**src/rtl/dledf_pkg.sv**
```systemverilog
// shared types and constants for the dle/stx/etx deframer
`timescale 1ns / 1ps

package dledf_pkg;

	// configuration register indexes
	localparam int unsigned RegIdxW = 2;
	typedef enum logic [RegIdxW-1:0] {
		REG_CHECKSUM_ENABLE = 2'd0,
		REG_ESCAPE_CODE     = 2'd1,
		REG_START_CODE      = 2'd2,
		REG_END_CODE        = 2'd3
	} reg_idx_t;

	localparam int unsigned CfgDataW = 8;

	// reset values of the configuration registers
	localparam logic        ChecksumEnableRst = 1'b1;
	localparam logic [7:0]  EscapeCodeRst     = 8'h10;
	localparam logic [7:0]  StartCodeRst      = 8'h02;
	localparam logic [7:0]  EndCodeRst        = 8'h03;

	// result event codes
	typedef enum logic [1:0] {
		EV_PAYLOAD  = 2'd0,
		EV_GOOD     = 2'd1,
		EV_ABORT    = 2'd2,
		EV_MISMATCH = 2'd3
	} event_t;

endpackage

```
**src/rtl/dledf_rx_if.sv**
```systemverilog
// byte channel carrying raw received bytes
`timescale 1ns / 1ps

interface dledf_rx_if;
	logic       valid;
	logic       ready;
	logic [7:0] rx_byte;

	modport source (output valid, output rx_byte, input ready);
	modport sink   (input valid, input rx_byte, output ready);
endinterface

```
**src/rtl/dledf_res_if.sv**
```systemverilog
// result channel carrying deframed bytes and frame events
`timescale 1ns / 1ps

interface dledf_res_if;
	logic       valid;
	logic       ready;
	logic [7:0] out_byte;
	logic [1:0] event_res;

	modport source (output valid, output out_byte, output event_res, input ready);
	modport sink   (input valid, input out_byte, input event_res, output ready);
endinterface

```
**src/rtl/dle_stx_etx_deframer_checksum_unit.sv**
```systemverilog
// dle/stx/etx byte-stuffing deframer with optional complement checksum
`timescale 1ns / 1ps

// Deframes a byte stream framed as escape/start ... escape/end, one raw byte
// per rx beat. Payload bytes come out with event 0; a doubled escape gives one
// escape payload byte. With checksum_enable set, the byte after escape/end must
// equal the complement of the 8-bit sum of the payload (stuffed escapes
// included) and gives event 1 (good) or 3 (mismatch); with it clear the end pair
// gives event 1 at once. Escape followed by any other byte gives event 2 and
// drops back to hunting. The start pair, the escape opening each escape pair,
// the end code with checksum_enable set and bytes seen while hunting give no
// result beat. Each rx beat is taken into an input register and decoded from
// there into a one-deep result register, so the block sustains one byte per
// cycle while res is ready. A res stall holds the result register and backs
// up into rx after at most one more byte. Configuration is written through
// wr_en/wr_index/wr_data and must only change while no byte is in flight.
module dle_stx_etx_deframer_checksum_unit (
	input  logic                                  clk,
	input  logic                                  arst_n,
	input  logic                                  wr_en,
	input  logic [dledf_pkg::RegIdxW-1:0]         wr_index,
	input  logic [dledf_pkg::CfgDataW-1:0]        wr_data,
	dledf_rx_if.sink                              rx,
	dledf_res_if.source                           res
);

	// decoder phases
	typedef enum logic [2:0] {
		PH_HUNT  = 3'd0,
		PH_START = 3'd1,
		PH_DATA  = 3'd2,
		PH_ESC   = 3'd3,
		PH_CHECK = 3'd4
	} phase_t;

	// configuration registers
	logic       checksum_enable_q;
	logic [7:0] escape_code_q;
	logic [7:0] start_code_q;
	logic [7:0] end_code_q;

	// input stage
	logic       valid_s1;
	logic [7:0] byte_s1;

	// decoder state and result register
	phase_t            phase_q;
	logic [7:0]        sum_q;
	logic              res_valid_q;
	logic [7:0]        res_byte_q;
	dledf_pkg::event_t res_event_q;

	// next-state logic
	phase_t            phase_d;
	logic [7:0]        sum_d;
	logic              emit_d;
	dledf_pkg::event_t event_d;
	logic [7:0]        sum_plus;
	logic              advance;

	// the decode stage moves when the result register is free or drains now
	assign advance  = valid_s1 && (!res_valid_q || res.ready);
	assign rx.ready = !valid_s1 || advance;

	assign res.valid     = res_valid_q;
	assign res.out_byte  = res_byte_q;
	assign res.event_res = res_event_q;

	assign sum_plus = sum_q + byte_s1;

	// configuration writes
	always_ff @(posedge clk or negedge arst_n) begin
		if (!arst_n) begin
			checksum_enable_q <= dledf_pkg::ChecksumEnableRst;
			escape_code_q     <= dledf_pkg::EscapeCodeRst;
			start_code_q      <= dledf_pkg::StartCodeRst;
			end_code_q        <= dledf_pkg::EndCodeRst;
		end else if (wr_en) begin
			unique case (dledf_pkg::reg_idx_t'(wr_index))
				dledf_pkg::REG_CHECKSUM_ENABLE: checksum_enable_q <= wr_data[0];
				dledf_pkg::REG_ESCAPE_CODE:     escape_code_q     <= wr_data[7:0];
				dledf_pkg::REG_START_CODE:      start_code_q      <= wr_data[7:0];
				dledf_pkg::REG_END_CODE:        end_code_q        <= wr_data[7:0];
				default: ;
			endcase
		end
	end

	// input register
	always_ff @(posedge clk or negedge arst_n) begin
		if (!arst_n) begin
			valid_s1 <= 1'b0;
		end else if (rx.ready) begin
			valid_s1 <= rx.valid;
		end
	end

	always_ff @(posedge clk) begin
		if (rx.valid && rx.ready) begin
			byte_s1 <= rx.rx_byte;
		end
	end

	// decode of the byte in the input register
	always_comb begin
		phase_d = phase_q;
		sum_d   = sum_q;
		emit_d  = 1'b0;
		event_d = dledf_pkg::EV_PAYLOAD;
		unique case (phase_q)
			PH_START: begin
				if (byte_s1 == start_code_q) begin
					phase_d = PH_DATA;
					sum_d   = '0;
				end else begin
					phase_d = PH_HUNT;
				end
			end
			PH_DATA: begin
				if (byte_s1 == escape_code_q) begin
					phase_d = PH_ESC;
				end else begin
					sum_d  = sum_plus;
					emit_d = 1'b1;
				end
			end
			PH_ESC: begin
				// a stuffed escape wins over the end test
				priority if (byte_s1 == escape_code_q) begin
					sum_d   = sum_plus;
					phase_d = PH_DATA;
					emit_d  = 1'b1;
				end else if (byte_s1 == end_code_q) begin
					if (checksum_enable_q) begin
						phase_d = PH_CHECK;
					end else begin
						phase_d = PH_HUNT;
						sum_d   = '0;
						emit_d  = 1'b1;
						event_d = dledf_pkg::EV_GOOD;
					end
				end else begin
					phase_d = PH_HUNT;
					emit_d  = 1'b1;
					event_d = dledf_pkg::EV_ABORT;
				end
			end
			PH_CHECK: begin
				phase_d = PH_HUNT;
				emit_d  = 1'b1;
				if (byte_s1 == ~sum_q) begin
					sum_d   = '0;
					event_d = dledf_pkg::EV_GOOD;
				end else begin
					event_d = dledf_pkg::EV_MISMATCH;
				end
			end
			default: begin
				// hunting, and any unused code
				phase_d = (byte_s1 == escape_code_q) ? PH_START : PH_HUNT;
			end
		endcase
	end

	// decoder state and result register
	always_ff @(posedge clk or negedge arst_n) begin
		if (!arst_n) begin
			phase_q     <= PH_HUNT;
			sum_q       <= '0;
			res_valid_q <= 1'b0;
			res_byte_q  <= '0;
			res_event_q <= dledf_pkg::EV_PAYLOAD;
		end else if (advance) begin
			phase_q     <= phase_d;
			sum_q       <= sum_d;
			res_valid_q <= emit_d;
			if (emit_d) begin
				res_byte_q  <= byte_s1;
				res_event_q <= event_d;
			end
		end else if (res.ready) begin
			res_valid_q <= 1'b0;
		end
	end

endmodule

```
**src/flat_wrapper.sv**
```systemverilog
// flat-port wrapper written by rule: the top's interface ports become plain ports
module dle_stx_etx_deframer_checksum_unit_flat 
  (clk, arst_n, wr_en, wr_index, wr_data, rx_valid, rx_rx_byte, rx_ready, res_valid, res_out_byte, res_event_res, res_ready);
  dledf_rx_if rx_i ();
  dledf_res_if res_i ();
  input  logic clk;
  input  logic arst_n;
  input  logic wr_en;
  input  logic [dledf_pkg::RegIdxW-1:0] wr_index;
  input  logic [dledf_pkg::CfgDataW-1:0] wr_data;
  input wire logic [$bits(rx_i.valid)-1:0] rx_valid;
  input wire logic [$bits(rx_i.rx_byte)-1:0] rx_rx_byte;
  output wire logic [$bits(rx_i.ready)-1:0] rx_ready;
  output wire logic [$bits(res_i.valid)-1:0] res_valid;
  output wire logic [$bits(res_i.out_byte)-1:0] res_out_byte;
  output wire logic [$bits(res_i.event_res)-1:0] res_event_res;
  input wire logic [$bits(res_i.ready)-1:0] res_ready;
  assign rx_i.valid = rx_valid;
  assign rx_i.rx_byte = rx_rx_byte;
  assign rx_ready = rx_i.ready;
  assign res_valid = res_i.valid;
  assign res_out_byte = res_i.out_byte;
  assign res_event_res = res_i.event_res;
  assign res_i.ready = res_ready;
  dle_stx_etx_deframer_checksum_unit u_core (.clk(clk), .arst_n(arst_n), .wr_en(wr_en), .wr_index(wr_index), .wr_data(wr_data), .rx(rx_i), .res(res_i));
endmodule
```
**config.mk**
```make
export PLATFORM = sky130hd
export DESIGN_NAME = dle_stx_etx_deframer_checksum_unit_flat
export DESIGN_NICKNAME = d
export VERILOG_FILES = /design/src/rtl/dledf_pkg.sv /design/src/rtl/dledf_rx_if.sv /design/src/rtl/dledf_res_if.sv /design/src/rtl/dle_stx_etx_deframer_checksum_unit.sv /design/src/flat_wrapper.sv
export SDC_FILE = /design/constraint.sdc
export NUM_CORES = 1
export LEC_CHECK = 0
export ABC_AREA = 1
export BUFFER_PORTS_ARGS = -buffer_cell sky130_fd_sc_hd__buf_2
export CAP_MARGIN = 30
export CORE_ASPECT_RATIO = 1.1
export CORE_UTILIZATION = 60
export CTS_BUF_LIST = sky130_fd_sc_hd__clkbuf_16
export CTS_CLUSTER_SIZE = 40
export DETAILED_ROUTE_END_ITERATION = 10
export HOLD_SLACK_MARGIN = 0.12
export PLACE_DENSITY_LB_ADDON = 0.3
export RECOVER_POWER = 50
export SLEW_MARGIN = 5
export SYNTH_ARGS = -nofsm -noshare
export SYNTH_HDL_FRONTEND = slang
export SYNTH_SLANG_ARGS = --single-unit
export TNS_END_PERCENT = 20
```
**constraint.sdc**
```tcl
create_clock -name clk -period 3.8 [get_ports clk]
set_input_delay 0.57 -clock clk [delete_from_list [all_inputs] [get_ports clk]]
set_output_delay 0.57 -clock clk [all_outputs]
set_load 0.05 [all_outputs]
```
# Yosys cells after proc, flatten, opt, wreduce, memory -nomap -nowiden
# Cells that the tools add are included.
# word_totals
output_inout_bits	12
register_bits	56
wordCells	72
# op_classes
bitwise	1
n_eq_ne	17
addsub	1
n_reduce_logical	16
muxes	26
# op_table
op	n
8-bit 2-to-1 mux	6
8-bit equality test	4
8-bit one-hot mux with 4 select lines	1
3-bit 2-to-1 mux	4
3-bit one-hot mux with 4 select lines	1
2-bit AND reduction	6
8-bit adder	1
1-bit 2-to-1 mux	8
2-bit 2-to-1 mux	4
8-bit inverter	1
7-bit AND reduction	1
3-bit by 2-bit equality test with 1-bit output (second input constant)	2
2-bit by 1-bit inequality test with 1-bit output (second input constant)	3
2-bit equality test (second input constant)	2
2-bit one-hot mux with 2 select lines	1
4-bit nonzero test	1
3-bit by 1-bit equality test with 1-bit output (second input constant)	1
3-bit equality test (second input constant)	1
3-bit by 1-bit inequality test with 1-bit output (second input constant)	1
3-bit inequality test (second input constant)	1
1-bit one-hot mux with 3 select lines	1
2-bit by 1-bit equality test with 1-bit output (second input constant)	1
1-bit logical AND	2
1-bit zero test	2
4 further kinds	5

# Longest topological paths before layout
# Gate-level depths: netlist (run 1).
# depth
word_depth	5
depth_mapped	15
depth_no_buf	14

# Least setup slack after synthesis (run 1)
# OpenSTA, ideal clock, no wires.
# synth_path
path_type	register to register
from	reg u_core.byte_s1[0]
to	reg u_core.sum_q[4]
setup_ns	0.065
setup_slack_ns	1.985
path_stages_with_launch	11
n_path_buf	0
arrival_time_ns	1.750
path_cell_list	edfxtp_1 ha_1 fa_1 nand2_1 inv_1 nand2_1 nand2_1 xnor2_1 a211oi_1 nand2_1 nand2_1
# synth_via
elab_chain_cells	3
elab_cells_between_ends	14
classes_between	add/sub: 1; eq/ne: 9; mux: 3; reduce/logical: 1
# synth_rtl
element	line_no	text
from (decl)	dle_stx_etx_deframer_checksum_unit.sv:44	logic [7:0] byte_s1;
from (signal assigned)	dle_stx_etx_deframer_checksum_unit.sv:100	byte_s1 <= rx.rx_byte;
8-bit adder, or another cell as far along	dle_stx_etx_deframer_checksum_unit.sv:69	assign sum_plus = sum_q + byte_s1;
8-bit 2-to-1 mux, or another cell as far along	dle_stx_etx_deframer_checksum_unit.sv:129	priority if (byte_s1 == escape_code_q) begin
8-bit one-hot mux with 4 select lines or 7-bit AND reduction (tied branches)	-	
to (signal assigned)	dle_stx_etx_deframer_checksum_unit.sv:175	sum_q <= sum_d;
to (decl)	dle_stx_etx_deframer_checksum_unit.sv:48	logic [7:0] sum_q;
# Several ways; a longest one is shown, not always the timed one. The select of a mux whose other input is x is not followed.
# A chain may end at the register's enable or synchronous reset.

==> flow_metrics.env, run 1 <==
export IMPL_nFillCells=410
export IMPL_grt_start_max_net_pins=35
export IMPL_worst_slew_pin_slew_ns=1.81
export IMPL_nets=471
export IMPL_r2r_end="u_core.res.out_byte[7]$_DFFE_PN0P_"
export IMPL_fin_crit_ns=2.48
export IMPL_grt_pass1_vias=2597
export IMPL_totalNegativeSetupSlack_ns=0
export IMPL_cts_resized=0
export IMPL_design_die_area_um2=5550
export IMPL_vdd_drop_max_mv=0.340
export IMPL_cpMaxStageDelayCell="clkbuf_1"
export IMPL_path_delay_family="buffers and inverters"
export IMPL_syn_area_um2=3150
export IMPL_layout_setup_ws_ns=1.32
export IMPL_grt_util_met3_pct=3.85
export IMPL_ys_ff_latch=56
export IMPL_grt_pass1_wl_um=11600
export IMPL_swShare_pct=30.8
export IMPL_wire_per_inst_um=13.6
export IMPL_cpMostUsedCell="clkbuf_1"
export IMPL_viasPerCell=5.33
export IMPL_first_iter_violations=281
export IMPL_status="complete, but fails checks"
export IMPL_wl_um=6800
export IMPL_fin_total_pwr_uw=1480
export IMPL_synthTopCellsByArea="dfrtp_1 34%, nand2_1 17%, edfxtp_1 7.6%"
export IMPL_synthCells=407
export IMPL_reg2reg_depth=12
export IMPL_grt_busiest_layer="met2"
export IMPL_worstPathMaxFanout=34
export IMPL_yosys_cell_types_count=32
export IMPL_cts_tree="yes"
export IMPL_hold_class="input port to asynchronous set/reset pin"
export IMPL_p_comb_share_pct=18.3
export IMPL_initial_core_util_pct=62.7
export IMPL_fin_crit_sh_pct=65.2
export IMPL_synthesis_nets=438
export IMPL_final_util_pct=69.2
export IMPL_num_antenna_cells=0
export IMPL_area_growth_pct=10.4
export IMPL_pwr_share_seq_pct=50.4
export IMPL_finalHoldViolations=0
export IMPL_drc=0
export IMPL_vias=2660
export IMPL_die_width_um=71.1
export IMPL_postCtsSetupBuffers=0
export IMPL_dp_slack_ns=1.71
export IMPL_synth_area_per_cell_um2=7.75
export IMPL_ff2ff_setup_slack_ns=1.66
export IMPL_dpl_hpwl_um=5110
export IMPL_drt_antenna_violating_nets=0
export IMPL_use_met1_pct=34.3
export IMPL_numPortBuffers=34
export IMPL_grt_use_met2_pct=46.5
export IMPL_pwr_share_clk_pct=31.4
export IMPL_dieHeight_um=78.0
export IMPL_yosysTopAreaCellShare_pct=34.1
export IMPL_yosys_warnings=0
export IMPL_relSlewSlack_pct=-20.5
export IMPL_maxSlewViolCount=35
export IMPL_grt_use_total_pct=27.2
export IMPL_rsz0062_at_grt="false"
export IMPL_grt_overflow=0
export IMPL_critical_path_required_ns=3.86
export IMPL_clk_latency_ns=0.29
export IMPL_maxCapViolations=1
export IMPL_slowest_delay_ns=1.37
export IMPL_dr_pass1_iters=5
export IMPL_cp_num_buf_inv=2
export IMPL_cp_depth=2
export IMPL_clockBufferDepth=2
export IMPL_crit_arrival_ns=2.54
export IMPL_cts_hold_buf=0
export IMPL_p_leak_uw=0.00189
export IMPL_h_tree_depth=2
export IMPL_gp_congestion=0.955
export IMPL_setup_viol=0
export IMPL_path_cells="clkbuf_1 -> clkbuf_1"
export IMPL_p_int_uw=1020
export IMPL_numCtsBuffers=5
export IMPL_powerDensity_nw_per_um2=425
export IMPL_p_switching_uw=455
export IMPL_clock_sinks=56
export IMPL_ios=35
export IMPL_fmax_mhz=404
export IMPL_seq_area_frac_synth_pct=45.9
export IMPL_synth_area_leader_cell="dfrtp_1"
export IMPL_rows=27
export IMPL_criticalPathCategory="input port to asynchronous set/reset pin"
export IMPL_end_kind="asynchronous set/reset pin"
export IMPL_core_um2=5030
export IMPL_crit_path_start_kind="input port"
export IMPL_antenna_found_initial=0
export IMPL_rr_startpoint="u_core.byte_s1[1]$_DFFE_PP_"
export IMPL_violations="max-capacitance violations, max-slew violations"
export IMPL_root_buffer="clkbuf_16"
export IMPL_drive_above_1_share_pct=16.1
export IMPL_fin_worst_skew_ns=0.00696
export IMPL_clkTransAtPathRegs_ns=0.07
[worst max path at each step]
| stage | start | endpoint | slack (ns) |
|---|---|---|---|
| 2_1_floorplan | u_core.byte_s1[0]$_DFFE_PP_ | u_core.sum_q[4]$_DFFE_PN0P_ | 1.98 |
| 3_3_place_gp | u_core.byte_s1[1]$_DFFE_PP_ | u_core.res.out_byte[7]$_DFFE_PN0P_ | 1.69 |
| 3_5_place_dp | u_core.byte_s1[1]$_DFFE_PP_ | u_core.res.out_byte[7]$_DFFE_PN0P_ | 1.71 |
| 4_1_cts | u_core.byte_s1[1]$_DFFE_PP_ | u_core.res.out_byte[2]$_DFFE_PN0P_ | 1.68 |
| 5_1_grt | arst_n | u_core.start_code_q[4]$_DFFE_PN0P_ | 0.79 |
| 6_report | arst_n | u_core.valid_s1$_DFFE_PN0N_ | 1.32 |
[registers in the layout, summed over array words and instances (netlist names), 2 cells and up]
signal / cells
u_core.res.out_byte: 8
u_core.byte_s1: 8
u_core.start_code_q: 8
u_core.sum_q: 8
u_core.end_code_q: 8
u_core.phase_q: 3
u_core.escape_code_q: 8
u_core.res.event_res: 2
[cell type report]
| class | count | area, um2 | share of cell area (%) |
|---|---|---|---|
| repair buffers | 35 | 170 | 4.89 |
| flip-flops and latches | 56 | 1450 | 41.6 |
| inverters | 53 | 199 | 5.72 |
| clock inverters | 3 | 21.3 | 0.611 |
| well taps | 58 | 72.6 | 2.08 |
| clock buffers | 5 | 125 | 3.59 |
| multi-input cells | 289 | 1450 | 41.5 |
[layout by cell type (no fill, tap or decap), types with 2 or more instances in the layout]
cell type  count
a21oi_1        6
nor2_4         2
edfxtp_1       8
nand4_1        5
clkinv_1       2
clkbuf_1       4
nand2_2       18
inv_2          2
dfstp_2        5
buf_2         31
inv_1         50
nand2_1      147
o21ai_0       30
clkbuf_16      5
ha_1           7
nor2_1        17
nand3_1       28
nand3_2        2
xnor2_1       12
dfrtp_1       43
a211oi_1       5
[cell families (layout without fill, tap and decap cells)]
| kind of cell | Yosys count | count (layout) | share of synthesized area (%) |
|---|---|---|---|
| XOR/XNOR | 13 | 13 | 3.61 |
| buffers and inverters | 62 | 96 | 8.29 |
| AND/OR/NAND/NOR | 222 | 222 | 30.4 |
| adder cells (fa/ha/maj) | 8 | 8 | 3.41 |
| flip-flops | 56 | 56 | 45.9 |
| AO/OA/AOI/OAI | 46 | 46 | 8.37 |
[cells in the mapped netlist]
cell,count
a21oi_2,1
nand2_1,147
xor2_1,1
fa_1,1
clkbuf_1,3
inv_1,50
nor2_4,2
nor3_1,1
o21ai_0,30
nand4_1,5
xnor2_1,12
o22ai_1,1
nand3_1,28
a211oi_1,5
a21oi_4,1
dfstp_2,5
buf_2,2
buf_6,3
o21a_1,1
o21bai_1,1
nor2_1,17
buf_4,1
inv_2,2
edfxtp_1,8
ha_1,7
clkinv_1,1
nand3_2,2
dfrtp_1,43
nand2_2,18
a21oi_1,6
or2_2,1
nor2_2,1
[metrics by stage]
step / cell area (um2) / hold slack [ns] / instances
after global routing: 3480 / 0.422 / 499
after floorplan: 3150 / 0.274 / 407
after global placement: 3330 / 0.452 / 490
after detailed placement: 3350 / 0.454 / 491
final: 3480 / 0.338 / 499
after CTS: 3500 / 0.193 / 499
[power by group through the flow]
stage               clock (uW)  combinational [uW]  sequential [uW]
floorplan                    0                 157              785
global placement             0                 262              751
detailed placement           0                 273              754
CTS                        472                 275              743
global route               496                 305              752
finish                     463                 270              744
[metal layers]
layer	routed length [um]	vias up
li1	-	1342
met1	2990	1213
met2	3310	88
met3	273	17
met4	222	0
met5	0	-
Power figures use the tool's default switching activity.
==> run 2, diff against run 1 <==
--- a/config.mk
+++ b/config.mk
@@ -9,7 +9,7 @@
 export BUFFER_PORTS_ARGS = -buffer_cell sky130_fd_sc_hd__buf_2
 export CAP_MARGIN = 30
 export CORE_ASPECT_RATIO = 1.1
-export CORE_UTILIZATION = 60
+export CORE_UTILIZATION = 58
 export CTS_BUF_LIST = sky130_fd_sc_hd__clkbuf_16
 export CTS_CLUSTER_SIZE = 40
 export DETAILED_ROUTE_END_ITERATION = 10
==> constraint.sdc (replaced) <==
create_clock -name clk -period 2.4 [get_ports clk]
set_input_delay 0.36 -clock clk [delete_from_list [all_inputs] [get_ports clk]]
set_output_delay 0.36 -clock clk [all_outputs]
set_load 0.05 [all_outputs]
==> run 2 against run 1 <==
  * Final area grew 1.7%
  * Die area grew 3.4%
  * Total power grew 58%
  * Combinational power grew 63%
  * The run now ends clean
  * Critical path type is now flop to flop
  * Via count grew 4.0%
==> flow_metrics.env, run 2 (synthesized netlist as in run 1, its figures left out) <==
export IMPL_criticalPathCategory="flop to flop"
export IMPL_drt_antenna_violating_nets=0
export IMPL_wire_per_inst_um=13.7
export IMPL_rsz0062_at_grt="false"
export IMPL_dr_pass1_iters=4
export IMPL_maxSlewViolCount=0
export IMPL_fmax_mhz=468
export IMPL_clockBufferDepth=2
export IMPL_design_die_area_um2=5740
export IMPL_worst_slew_pin_slew_ns=1.40
export IMPL_die_width_um=72.3
export IMPL_h_tree_depth=2
export IMPL_finalHoldViolations=0
export IMPL_pwr_share_clk_pct=30.8
export IMPL_grt_use_total_pct=27.0
export IMPL_root_buffer="clkbuf_16"
export IMPL_placed_cell_area_um2=3390
export IMPL_final_cell_mix="147 x nand2_1, 50 x inv_1, 43 x dfrtp_1"
export IMPL_grt_pass1_vias=2606
export IMPL_post_route_cell_area_um2=3540
export IMPL_viasPerCell=5.34
export IMPL_worstPathMaxFanout=11
export IMPL_area_growth_pct=12.2
export IMPL_cts_resized=0
export IMPL_clock_sinks=56
export IMPL_cts_tree="yes"
export IMPL_vias=2766
export IMPL_crit_arrival_ns=2.32
export IMPL_rows=27
export IMPL_numCtsBuffers=5
export IMPL_swShare_pct=30.6
export IMPL_end_kind="flop"
export IMPL_core_um2=5130
export IMPL_p_leak_uw=0.00192
export IMPL_final_common_cell="nand2_1"
export IMPL_p_switching_uw=714
export IMPL_nets=476
export IMPL_wl_um=7120
export IMPL_totalNegativeSetupSlack_ns=0
export IMPL_gp_congestion=0.926
export IMPL_first_iter_violations=201
export IMPL_grt_pass1_wl_um=11600
export IMPL_grt_start_max_net_pins=27
export IMPL_dieHeight_um=79.3
export IMPL_critical_path_required_ns=2.58
export IMPL_maxCapViolations=0
export IMPL_p_comb_share_pct=18.9
export IMPL_clkTransAtPathRegs_ns=0.07
export IMPL_fin_worst_skew_ns=0.00276
export IMPL_grt_overflow=0
export IMPL_ios=35
export IMPL_status="finished, final reports clean"
export IMPL_pwr_share_seq_pct=50.4
export IMPL_fin_crit_ns=2.14
export IMPL_antenna_found_initial=0
export IMPL_crit_path_start_kind="flop"
export IMPL_fin_crit_sh_pct=89.1
export IMPL_drc=0
export IMPL_relSlewSlack_pct=6.46
export IMPL_vdd_drop_max_mv=0.490
export IMPL_powerDensity_nw_per_um2=659
export IMPL_initial_core_util_pct=61.4
export IMPL_dpl_hpwl_um=5410
export IMPL_p_int_uw=1620
export IMPL_clk_latency_ns=0.29
export IMPL_hold_class="input port to flop"
export IMPL_num_antenna_cells=0
export IMPL_setup_viol=0
export IMPL_drive_above_1_share_pct=17.0
export IMPL_numPortBuffers=34
-- run 2: cell types whose count changed in the layout (fill, tap and decap cells not counted), sizes merged --
cell | before | now
clkbuf | 9 | 7
buf | 31 | 37
clkinv | 2 | 3
dlygate4sd3 | 0 | 1
inv | 54 | 53
-- run 2: worst paths after layout --
check                                                            to  depth (start not counted)  slack (ns)                                from
worst max-delay path             u_core.res.out_byte[7]$_DFFE_PN0P_                         12        0.26         u_core.byte_s1[1]$_DFFE_PP_
worst min register to register   u_core.res.out_byte[5]$_DFFE_PN0P_                          2        0.48  u_core.res.out_byte[5]$_DFFE_PN0P_
worst max register to register   u_core.res.out_byte[7]$_DFFE_PN0P_                         12        0.26         u_core.byte_s1[1]$_DFFE_PP_
worst min-delay path                    u_core.byte_s1[0]$_DFFE_PP_                          1        0.24                       rx_rx_byte[0]
min in group asynchronous               u_core.sum_q[1]$_DFFE_PN0P_                          2        0.92                              arst_n
max in group asynchronous       u_core.escape_code_q[4]$_DFFE_PN1P_                          3        0.51                              arst_n
-- run 2: area by class of cell --
type                       instances  area (um2)
fill                             448        1600
sequential                        56        1450
multi-input combinational        289        1450
timing repair buffer              40         215
inverter                          53         199
clock buffer                       5         125
tap                               72        90.1
clock inverter                     3        17.5
-- run 2: repair_timing --
item / 4_1_cts / 5_1_grt
setup endpoints to repair: 0 / 0
setup buffers: 0 / 0
hold endpoints to repair: 23 / 0
hold buffers: 1 / 0
-- run 2: routing by layer --
layer / up-vias / part of all wire (%) / global-route usage [%]
li1: 1356 / - / -
met1: 1301 / 42 / 33.2
met2: 89 / 50 / 45.2
met3: 20 / 4.4 / 4.44
met4: 0 / 3.7 / 14.5
met5: - / 0 / 0
-- run 2: stage by stage --
| stage | util, % | setup slack (ns) | total power [uW] | hold slack, ns | cells |
|---|---|---|---|---|---|
| 2_1_floorplan | - | 0.585 | 1490 | 0.0644 | 407 |
| 3_5_place_dp | 66.0 | 0.274 | 1630 | 0.387 | 509 |
| 6_report | 68.9 | 0.262 | 2330 | 0.238 | 518 |
| 5_1_grt | 68.9 | 0.0656 | 2450 | 0.226 | 518 |
| 3_3_place_gp | 66.0 | 0.321 | 1610 | 0.385 | 509 |
| 4_1_cts | 69.0 | 0.265 | 2350 | 0.234 | 518 |
-- run 2: worst max-delay path, stage by stage, from the launching register on --
cell,delay (ns)
edfxtp_1,0.57
inv_1,0.14
nand2_1,0.06
nand2_1,0.06
nand2_1,0.04
nor2_1,0.14
nand2_2,0.22
nand3_2,0.14
nand2_2,0.05
nand2_2,0.18
nand2_2,0.24
nand2_1,0.12
nand2_1,0.06
-- run 2: power by group through the flow --
stage	registers, uW	logic [uW]	clock network [uW]
3_5_place_dp	1190	439	0
4_1_cts	1170	444	727
5_1_grt	1190	498	764
6_report	1170	440	718
2_1_floorplan	1240	248	0
3_3_place_gp	1190	425	0
